File: src/hw/rtl/ffsc_pkg.sv
// Shared types and constants for the furthest-from-focus slot cache.
// Holds op and status codes, port widths, controller states and the
// command/status structs between controller and datapath. No dependencies.
`timescale 1ns / 1ps

package ffsc_pkg;

  // Fixed port widths
  localparam int OP_W     = 2;
  localparam int ITEM_W   = 12;
  localparam int STATUS_W = 3;
  localparam int SLOT_W   = 6;
  localparam int CFG_W    = 7;

  // Reset value of the slots-in-use register
  localparam logic [CFG_W-1:0] CFG_RESET = 7'd64;

  // Request opcodes
  localparam logic [OP_W-1:0] OP_INSERT  = 2'd0;
  localparam logic [OP_W-1:0] OP_RELEASE = 2'd1;
  localparam logic [OP_W-1:0] OP_LOOKUP  = 2'd2;

  // Result status codes
  localparam logic [STATUS_W-1:0] ST_PRESENT  = 3'd0;
  localparam logic [STATUS_W-1:0] ST_PLACED   = 3'd1;
  localparam logic [STATUS_W-1:0] ST_REPLACED = 3'd2;
  localparam logic [STATUS_W-1:0] ST_MISSING  = 3'd3;
  localparam logic [STATUS_W-1:0] ST_FOUND    = 3'd4;

  // Controller states
  typedef enum logic [1:0] {
    S_IDLE,
    S_SCAN,
    S_WAIT,
    S_DONE
  } state_t;

  // Controller to datapath commands
  typedef struct packed {
    logic load;    // capture request, clear scan trackers
    logic issue;   // read next slot
    logic finish;  // commit table update and drive result
  } cmd_t;

  // Datapath to controller status
  typedef struct packed {
    logic last_issue;  // slot being read is the last one in use
  } sts_t;

endpackage

File: src/hw/rtl/ffsc_ctrl.sv
// Controller state machine for the slot cache: sequences load, scan and commit.
// Depends on ffsc_pkg for state_t, cmd_t and sts_t.
`timescale 1ns / 1ps

module ffsc_ctrl (
  input  logic          clk,
  input  logic          rst_n,
  input  logic          start,
  output logic          busy,
  output ffsc_pkg::cmd_t cmd,
  input  ffsc_pkg::sts_t sts
);

  ffsc_pkg::state_t state_r;
  ffsc_pkg::state_t state_nxt;

  // State register
  always_ff @(posedge clk) begin
    if (!rst_n) begin
      state_r <= ffsc_pkg::S_IDLE;
    end else begin
      state_r <= state_nxt;
    end
  end

  // Next state and commands
  always_comb begin
    state_nxt  = state_r;
    cmd        = '0;
    busy       = 1'b1;
    unique case (state_r)
      ffsc_pkg::S_IDLE: begin
        busy = 1'b0;
        if (start) begin
          cmd.load  = 1'b1;
          state_nxt = ffsc_pkg::S_SCAN;
        end
      end
      ffsc_pkg::S_SCAN: begin
        cmd.issue = 1'b1;
        if (sts.last_issue) begin
          state_nxt = ffsc_pkg::S_WAIT;
        end
      end
      ffsc_pkg::S_WAIT: begin
        // last read slot is compared in this cycle
        state_nxt = ffsc_pkg::S_DONE;
      end
      ffsc_pkg::S_DONE: begin
        cmd.finish = 1'b1;
        state_nxt  = ffsc_pkg::S_IDLE;
      end
      default: begin
        state_nxt = ffsc_pkg::S_IDLE;
      end
    endcase
  end

endmodule

File: src/hw/rtl/ffsc_dpath.sv
// Datapath for the slot cache: slot memory, full flags, scan trackers and result registers.
// Depends on ffsc_pkg for codes, widths and the command/status structs.
`timescale 1ns / 1ps

module ffsc_dpath #(
  parameter int SLOTS     = 64,
  parameter int ITEM_BITS = 12
) (
  input  logic                            clk,
  input  logic                            rst_n,
  input  logic                            cfg_we,
  input  logic [ffsc_pkg::CFG_W-1:0]      cfg_wdata,
  input  logic [ffsc_pkg::OP_W-1:0]       in_op,
  input  logic [ffsc_pkg::ITEM_W-1:0]     in_item,
  input  logic [ffsc_pkg::ITEM_W-1:0]     in_focus,
  input  ffsc_pkg::cmd_t                  cmd,
  output ffsc_pkg::sts_t                  sts,
  output logic                            out_valid,
  output logic [ffsc_pkg::STATUS_W-1:0]   out_status,
  output logic [ffsc_pkg::SLOT_W-1:0]     out_slot,
  output logic                            out_evicted_valid,
  output logic [ffsc_pkg::ITEM_W-1:0]     out_evicted_item
);

  localparam int IDX_W = (SLOTS > 1) ? $clog2(SLOTS) : 1;

  // Configuration and captured request
  logic [ffsc_pkg::CFG_W-1:0] cfg_r;
  logic [ffsc_pkg::OP_W-1:0]  op_r;
  logic [ITEM_BITS-1:0]       item_r;
  logic [ITEM_BITS-1:0]       focus_r;
  logic [IDX_W-1:0]           last_idx_r;

  // Scan pipeline
  logic [IDX_W-1:0]     rd_idx_r;
  logic                 cmp_vld_r;
  logic [IDX_W-1:0]     cmp_idx_r;
  logic [ITEM_BITS-1:0] rd_data_r;

  // Scan trackers
  logic                 hit_vld_r;
  logic [IDX_W-1:0]     hit_idx_r;
  logic                 emp_vld_r;
  logic [IDX_W-1:0]     emp_idx_r;
  logic [IDX_W-1:0]     best_idx_r;
  logic [ITEM_BITS-1:0] best_dist_r;
  logic [ITEM_BITS-1:0] best_item_r;

  // Table storage
  logic [ITEM_BITS-1:0] mem [SLOTS];
  logic [SLOTS-1:0]     full_r;
  logic [SLOTS-1:0]     full_nxt;

  // Result registers
  logic                          out_valid_r;
  logic [ffsc_pkg::STATUS_W-1:0] out_status_r;
  logic [ffsc_pkg::SLOT_W-1:0]   out_slot_r;
  logic                          out_ev_vld_r;
  logic [ffsc_pkg::ITEM_W-1:0]   out_ev_item_r;

  // Combinational helpers
  logic [ITEM_BITS+ffsc_pkg::ITEM_W-1:0] item_ext;
  logic [ITEM_BITS+ffsc_pkg::ITEM_W-1:0] focus_ext;
  logic [8:0]                            n_w;
  logic                                  cmp_full;
  logic [ITEM_BITS-1:0]                  cand_dist;
  logic                                  mem_we;
  logic [IDX_W-1:0]                      mem_waddr;
  logic [ffsc_pkg::STATUS_W-1:0]         fin_status;
  logic [IDX_W-1:0]                      fin_idx;
  logic                                  fin_ev_vld;
  logic [IDX_W+ffsc_pkg::SLOT_W-1:0]     slot_ext;
  logic [ITEM_BITS+ffsc_pkg::ITEM_W-1:0] ev_ext;

  // Fit port fields to the stored item width
  assign item_ext  = {{ITEM_BITS{1'b0}}, in_item};
  assign focus_ext = {{ITEM_BITS{1'b0}}, in_focus};

  // Clamp slots in use to 1..SLOTS
  always_comb begin
    if (cfg_r == '0) begin
      n_w = 9'd1;
    end else if (int'(cfg_r) > SLOTS) begin
      n_w = 9'(SLOTS);
    end else begin
      n_w = {2'b00, cfg_r};
    end
  end

  assign sts.last_issue = (rd_idx_r == last_idx_r);

  // Compare stage: absolute distance of the read item to the focus
  assign cmp_full  = full_r[cmp_idx_r];
  assign cand_dist = (rd_data_r > focus_r) ? (rd_data_r - focus_r)
                                           : (focus_r - rd_data_r);

  // Commit decision
  always_comb begin
    fin_status = ffsc_pkg::ST_MISSING;
    fin_idx    = '0;
    fin_ev_vld = 1'b0;
    mem_we     = 1'b0;
    mem_waddr  = emp_idx_r;
    full_nxt   = full_r;
    unique case (op_r)
      ffsc_pkg::OP_INSERT: begin
        if (hit_vld_r) begin
          fin_status = ffsc_pkg::ST_PRESENT;
          fin_idx    = hit_idx_r;
        end else if (emp_vld_r) begin
          fin_status = ffsc_pkg::ST_PLACED;
          fin_idx    = emp_idx_r;
          mem_we     = cmd.finish;
          mem_waddr  = emp_idx_r;
          full_nxt[emp_idx_r] = 1'b1;
        end else begin
          fin_status = ffsc_pkg::ST_REPLACED;
          fin_idx    = best_idx_r;
          fin_ev_vld = 1'b1;
          mem_we     = cmd.finish;
          mem_waddr  = best_idx_r;
        end
      end
      ffsc_pkg::OP_RELEASE: begin
        if (hit_vld_r) begin
          fin_status = ffsc_pkg::ST_FOUND;
          fin_idx    = hit_idx_r;
          full_nxt[hit_idx_r] = 1'b0;
        end
      end
      ffsc_pkg::OP_LOOKUP: begin
        if (hit_vld_r) begin
          fin_status = ffsc_pkg::ST_FOUND;
          fin_idx    = hit_idx_r;
        end
      end
      default: begin
        fin_status = ffsc_pkg::ST_MISSING;
      end
    endcase
  end

  assign slot_ext = {{ffsc_pkg::SLOT_W{1'b0}}, fin_idx};
  assign ev_ext   = {{ffsc_pkg::ITEM_W{1'b0}}, best_item_r};

  // Configuration register
  always_ff @(posedge clk) begin
    if (!rst_n) begin
      cfg_r <= ffsc_pkg::CFG_RESET;
    end else if (cfg_we) begin
      cfg_r <= cfg_wdata;
    end
  end

  // Slot memory: one read per scan cycle, one write at commit
  always_ff @(posedge clk) begin
    if (mem_we) begin
      mem[mem_waddr] <= item_r;
    end
    if (cmd.issue) begin
      rd_data_r <= mem[rd_idx_r];
    end
  end

  // Full flags
  always_ff @(posedge clk) begin
    if (!rst_n) begin
      full_r <= '0;
    end else if (cmd.finish) begin
      full_r <= full_nxt;
    end
  end

  // Request capture, read address and compare pipeline
  always_ff @(posedge clk) begin
    if (!rst_n) begin
      cmp_vld_r <= 1'b0;
    end else begin
      cmp_vld_r <= cmd.issue;
    end
    if (cmd.load) begin
      op_r       <= in_op;
      item_r     <= item_ext[ITEM_BITS-1:0];
      focus_r    <= focus_ext[ITEM_BITS-1:0];
      last_idx_r <= IDX_W'(n_w - 9'd1);
      rd_idx_r   <= '0;
    end else if (cmd.issue) begin
      rd_idx_r <= IDX_W'(rd_idx_r + 1'b1);
    end
    if (cmd.issue) begin
      cmp_idx_r <= rd_idx_r;
    end
  end

  // Scan trackers: highest hit, lowest empty, first furthest full slot
  always_ff @(posedge clk) begin
    if (cmd.load) begin
      hit_vld_r   <= 1'b0;
      hit_idx_r   <= '0;
      emp_vld_r   <= 1'b0;
      emp_idx_r   <= '0;
      best_idx_r  <= '0;
      best_dist_r <= '0;
      best_item_r <= '0;
    end else if (cmp_vld_r) begin
      if (cmp_full && (rd_data_r == item_r)) begin
        hit_vld_r <= 1'b1;
        hit_idx_r <= cmp_idx_r;
      end
      if (!cmp_full && !emp_vld_r) begin
        emp_vld_r <= 1'b1;
        emp_idx_r <= cmp_idx_r;
      end
      if (cmp_full && (cand_dist > best_dist_r)) begin
        best_dist_r <= cand_dist;
        best_idx_r  <= cmp_idx_r;
      end
      // slot 0 is the fallback victim when all distances are zero
      if (cmp_full && ((cand_dist > best_dist_r) || (cmp_idx_r == '0))) begin
        best_item_r <= rd_data_r;
      end
    end
  end

  // Result registers
  always_ff @(posedge clk) begin
    if (!rst_n) begin
      out_valid_r <= 1'b0;
    end else begin
      out_valid_r <= cmd.finish;
    end
    if (cmd.finish) begin
      out_status_r  <= fin_status;
      out_slot_r    <= slot_ext[ffsc_pkg::SLOT_W-1:0];
      out_ev_vld_r  <= fin_ev_vld;
      out_ev_item_r <= fin_ev_vld ? ev_ext[ffsc_pkg::ITEM_W-1:0] : '0;
    end
  end

  assign out_valid         = out_valid_r;
  assign out_status        = out_status_r;
  assign out_slot          = out_slot_r;
  assign out_evicted_valid = out_ev_vld_r;
  assign out_evicted_item  = out_ev_item_r;

endmodule

File: src/hw/rtl/furthest_from_focus_slot_cache.sv
// Top level of the furthest-from-focus slot cache: controller plus datapath.
// Depends on ffsc_pkg, ffsc_ctrl and ffsc_dpath.
//
//  channel   | ports                                         | handshake
//  ----------+-----------------------------------------------+--------------------------
//  request   | in_op, in_item, in_focus                      | start && !busy
//  result    | out_status, out_slot, out_evicted_valid/_item | out_valid, one cycle
//  config    | cfg_wdata                                     | cfg_we
//
// A request scans n slots, n being the clamped slots-in-use count: the
// single slot memory is read one slot a cycle in S_SCAN, then a compare
// state (S_WAIT) and a commit state (S_DONE) follow before the strobe.
// The next request can transfer in the cycle the result strobe is shown.
// Reset (rst_n low, synchronous) empties every slot and sets slots in use to 64.
// The result receiver cannot stall; results are never held back.
`timescale 1ns / 1ps

module furthest_from_focus_slot_cache #(
  parameter int SLOTS     = 64,
  parameter int ITEM_BITS = 12
) (
  input  logic                          clk,
  input  logic                          rst_n,
  input  logic                          cfg_we,
  input  logic [ffsc_pkg::CFG_W-1:0]    cfg_wdata,
  input  logic                          start,
  output logic                          busy,
  input  logic [ffsc_pkg::OP_W-1:0]     in_op,
  input  logic [ffsc_pkg::ITEM_W-1:0]   in_item,
  input  logic [ffsc_pkg::ITEM_W-1:0]   in_focus,
  output logic                          out_valid,
  output logic [ffsc_pkg::STATUS_W-1:0] out_status,
  output logic [ffsc_pkg::SLOT_W-1:0]   out_slot,
  output logic                          out_evicted_valid,
  output logic [ffsc_pkg::ITEM_W-1:0]   out_evicted_item
);

  ffsc_pkg::cmd_t cmd;
  ffsc_pkg::sts_t sts;

  // Sequencer
  ffsc_ctrl u_ctrl (
    .clk   (clk),
    .rst_n (rst_n),
    .start (start),
    .busy  (busy),
    .cmd   (cmd),
    .sts   (sts)
  );

  // Table and scan logic
  ffsc_dpath #(
    .SLOTS     (SLOTS),
    .ITEM_BITS (ITEM_BITS)
  ) u_dpath (
    .clk               (clk),
    .rst_n             (rst_n),
    .cfg_we            (cfg_we),
    .cfg_wdata         (cfg_wdata),
    .in_op             (in_op),
    .in_item           (in_item),
    .in_focus          (in_focus),
    .cmd               (cmd),
    .sts               (sts),
    .out_valid         (out_valid),
    .out_status        (out_status),
    .out_slot          (out_slot),
    .out_evicted_valid (out_evicted_valid),
    .out_evicted_item  (out_evicted_item)
  );

endmodule

File: config.mk
export PLATFORM = sky130hd
export DESIGN_NAME = furthest_from_focus_slot_cache
export DESIGN_NICKNAME = d
export VERILOG_FILES = /design/src/hw/rtl/ffsc_pkg.sv /design/src/hw/rtl/ffsc_ctrl.sv /design/src/hw/rtl/ffsc_dpath.sv /design/src/hw/rtl/furthest_from_focus_slot_cache.sv
export SDC_FILE = /design/constraint.sdc
export NUM_CORES = 1
export LEC_CHECK = 0
export BUFFER_PORTS_ARGS = -buffer_cell sky130_fd_sc_hd__clkbuf_2
export CAP_MARGIN = 20
export CORE_UTILIZATION = 35
export CTS_CLUSTER_SIZE = 24
export DETAILED_ROUTE_END_ITERATION = 10
export GPL_ROUTABILITY_DRIVEN = 0
export SLEW_MARGIN = 20
export SYNTH_ARGS = -nofsm -noshare
export SYNTH_HDL_FRONTEND = slang
export SYNTH_SLANG_ARGS = --single-unit
export TNS_END_PERCENT = 20
File: constraint.sdc
create_clock -name clk -period 5.6 [get_ports clk]
set_input_delay 0.84 -clock clk [delete_from_list [all_inputs] [get_ports clk]]
set_output_delay 0.84 -clock clk [all_outputs]
set_load 0.01 [all_outputs]
==> results.md <==
* Vias in the first global route at 20.8k
* Cts bufs inserted at 95
* RSZ-0062 raised after global routing: false
* CTS resizes at 0
* H-tree depth at 3
* Async SR Flop Fraction at 0
* M1 GR Usage at 0.231
* WL/cell at 24.4 microns
* Setup bufs post-CTS at 0
* Global route overflow at 0
* Worst slew margin at 0.231
* Layout Utilization at 0.403
* Multi-input gate area at 11000 sq um
* Mapped Area at around 39000 sq um
* Fin. Hold Viols at 0
* CTS Buffer Depth at 3
* Syn Area/Cell at 18.1 sq um
* Fillers at 9872
* Synth Area in Simple Gates at 0.0458
* Prevailing post-synth register cell: edfxtp_1
* Post-Route WL at 94.3 mm
* Layout Nets at 2382
* Slew Limit Fails at 0
* Compound-Gate Fraction of Synth Area at 0.0433
* Post-route ant nets at 0
* Fraction of layout cells with a size suffix above 1 at 0.245
* Critical path class: reg -> reg
* Syn. warnings at 0
* CTS Hold Bufs at 0
* First-pass GRT wire length at 140 mm
* Initial DRC count at 2328
* Initial core utilization at 0.354
* Crit. End Element: flop
* Die width at around 340 microns
* Leak at 0.0141 uW
* Run status: finished clean
* Final Critical Period at about 5300 ps
* DRC Markers at 0
* Vias per cell at 5.36
* Grt met2 use at 0.273
* Met3 Use GR at 0.0293
* FF+latch count, synth at 965
* Crit Path Max Fanout at 14
* Crit path required time at 6140 ps
* Root Driver: clkbuf_16
* Pwr per Cell Area at between 400 and 500 nW/um^2
* Gate Count Post-Synth at 2176
* TritonRoute pass-1 iters at 6
* Max cap viols at 0
* Port Buffer Count at 60
* Total power at 19400 uW
* TritonCTS sink count at approximately 970
* All-Layer GR Usage at 0.167
* Net count after synthesis at 2260
* CTS tree: built
* Setup tns final at 0 ps
* Busiest grt layer: met2
* Std cell rows at 122
* Clock transition at path regs at 60 ps
* Mux contribution to synthesized area at 0.166
* Synth Area in Adders at 0.0153
* Hold WC Path Type: in -> reg
* DR vias at 20.7k
* Netlist cell types at 67
* Clock skew at 20.5 ps
* Clk Latency, worst-skew pair at 670 ps
* Post-DP HPWL at ~60 mm
* Sequential area share after synthesis at 0.705
* Post-synthesis xor/xnor area fraction at 0.00691
* Worst-Margin Slew at ~1100 ps
* CP startpoint kind: flop
* Die Ht at 337 microns
* Number of synthesized flops with an enable pin at 840
* Critical Path AT at 5830 ps
* Final setup fails at 0
* I/O pin total at between 60 and 70
* Die area at 114000 sq um
* Register area at 27700 sq um
* Core Area at 111000 sq um
* Largest family of logic cells by synthesized area: multiplexers
* Max Clk Rate at roughly 190 MHz
* Fin crit share at 0.944
* Initial antenna violation count at 1
* Synth-to-Final Area Change at 13.7%
* Max rail drop VDD at 0.223 mV
* Pin count of the biggest net entering global routing at 76
## worst paths after layout
| path | from | to | slack [ps] | cells past startpoint |
|---|---|---|---|---|
| max reg2reg | u_dpath.rd_data_r[0] | u_dpath.best_dist_r[3] | 320 | 18 |
| min | in_item[11] | u_dpath.item_r[11] | 360 | 1 |
| max | u_dpath.rd_data_r[0] | u_dpath.best_dist_r[3] | 320 | 18 |
| min reg2reg | u_dpath.best_dist_r[2] | u_dpath.best_dist_r[2] | 460 | 2 |
## where the power goes
part           total [uW]  switching [uW]  leakage [uW]  internal (uW)
Combinational        4460            2610       0.00402           1850
Sequential           8770             372       0.00858           8400
Clock                6160            2690       0.00146           3480
## area by class of cell
cell class / instances / share of cell area
multi-input cells: 1047 / 0.245
clock inverters: 42 / 0.00854
repair buffers: 134 / 0.0208
diodes: 1 / 0.0000560
inverters: 55 / 0.00462
clock buffers: 131 / 0.0586
flip-flops and latches: 965 / 0.621
well taps: 1488 / 0.0416
## metal layers
| layer | wire length [microns] | vias up |
|---|---|---|
| met2 | 46300 | 714 |
| met4 | 2040 | 0 |
| met1 | 40600 | 10900 |
| met5 | 0 | - |
| met3 | 5400 | 139 |
| li1 | - | 8893 |
## registers in the layout (all words and copies together), names as in the netlist, 7 cells and up
signal                    flops
u_dpath.best_dist_r          12
u_dpath.best_item_r          12
u_dpath.cfg_r                 7
u_dpath.focus_r              12
u_dpath.full_r               64
u_dpath.item_r               12
u_dpath.mem                 768
u_dpath.out_evicted_item     12
u_dpath.rd_data_r            12
## cell usage after synthesis, types with 4 or more instances
cell type	number	area [sq um]
a21o_1	9	67.6
a32oi_1	6	52.6
buf_4	4	30.0
xnor2_1	18	158
edfxtp_1	840	25200
nor2b_1	19	119
and2_1	22	138
o211a_1	6	60.1
ha_1	45	563
nand4b_1	4	35.0
nor3_1	11	55.1
o21ai_0	81	405
o31ai_1	4	30.0
nand2b_1	15	93.8
nand2_1	147	552
nand3b_1	6	45.0
a21boi_0	61	458
buf_2	21	105
xor2_1	13	114
nand4_1	14	87.6
a211oi_1	5	37.5
dfxtp_1	125	2500
clkbuf_1	75	282
a31oi_1	6	37.5
nor2_1	122	458
mux4_2	263	5920
mux2_2	8	90.1
mux2i_1	45	450
inv_1	54	203
a21oi_1	39	195
nand3_1	20	100
buf_1	5	18.8
## placed cells by master, fill, tap and decap left out, drive strengths merged, types with 4 or more instances in the layout
master  instances
a211oi          5
a21boi         61
a21o            9
a21oi          39
a31oi           7
a32oi           7
and2           22
buf            74
bufinv          4
clkbuf        191
clkinv         32
dfxtp         125
edfxtp        840
ha             45
inv            58
mux2            8
mux2i          45
mux4          265
nand2         147
nand2b         15
nand3          20
nand3b          7
nand4          14
nand4b          4
nor2          122
nor2b          19
nor3           11
o211a           6
o21ai          81
o31ai           4
or3             4
xnor2          18
xor2           13
## critical path, cell delays in order, from the launching register on
cell and delay (ps):
edfxtp_1 460, inv_1 90, ha_1 150, inv_1 50, fa_1 410, a211oi_1 400
o211ai_1 260, a21oi_1 470, nor2_1 260, mux2_2 360, o22a_1 220, and2_1 150
ha_1 290, nand4_1 120, o31ai_1 410, a311o_1 550, buf_4 290, nand2_1 100
o211a_1 130
## stage by stage
| step | instances | area [sq um] | hold slack (ps) | worst slack, ps |
|---|---|---|---|---|
| 2_1_floorplan | 2176 | 39300 | 406 | 1180 |
| 3_3_place_gp | 3684 | 41600 | 451 | 716 |
| 3_5_place_dp | 3687 | 41600 | 451 | 514 |
| 4_1_cts | 3860 | 44700 | 314 | 482 |
| 5_1_grt | 3862 | 44700 | 320 | 1.65 |
| 6_report | 3863 | 44700 | 361 | 316 |
## cells by family after synthesis
group                      Yosys count
AOI/OAI and AO/OA                  255
xor gates and xnor gates            31
adders and majority gates           47
buffers and inverters              164
DFF                                965
muxes                              318
and+or+nand+nor                    396
(Power assumes the default switching activity.)
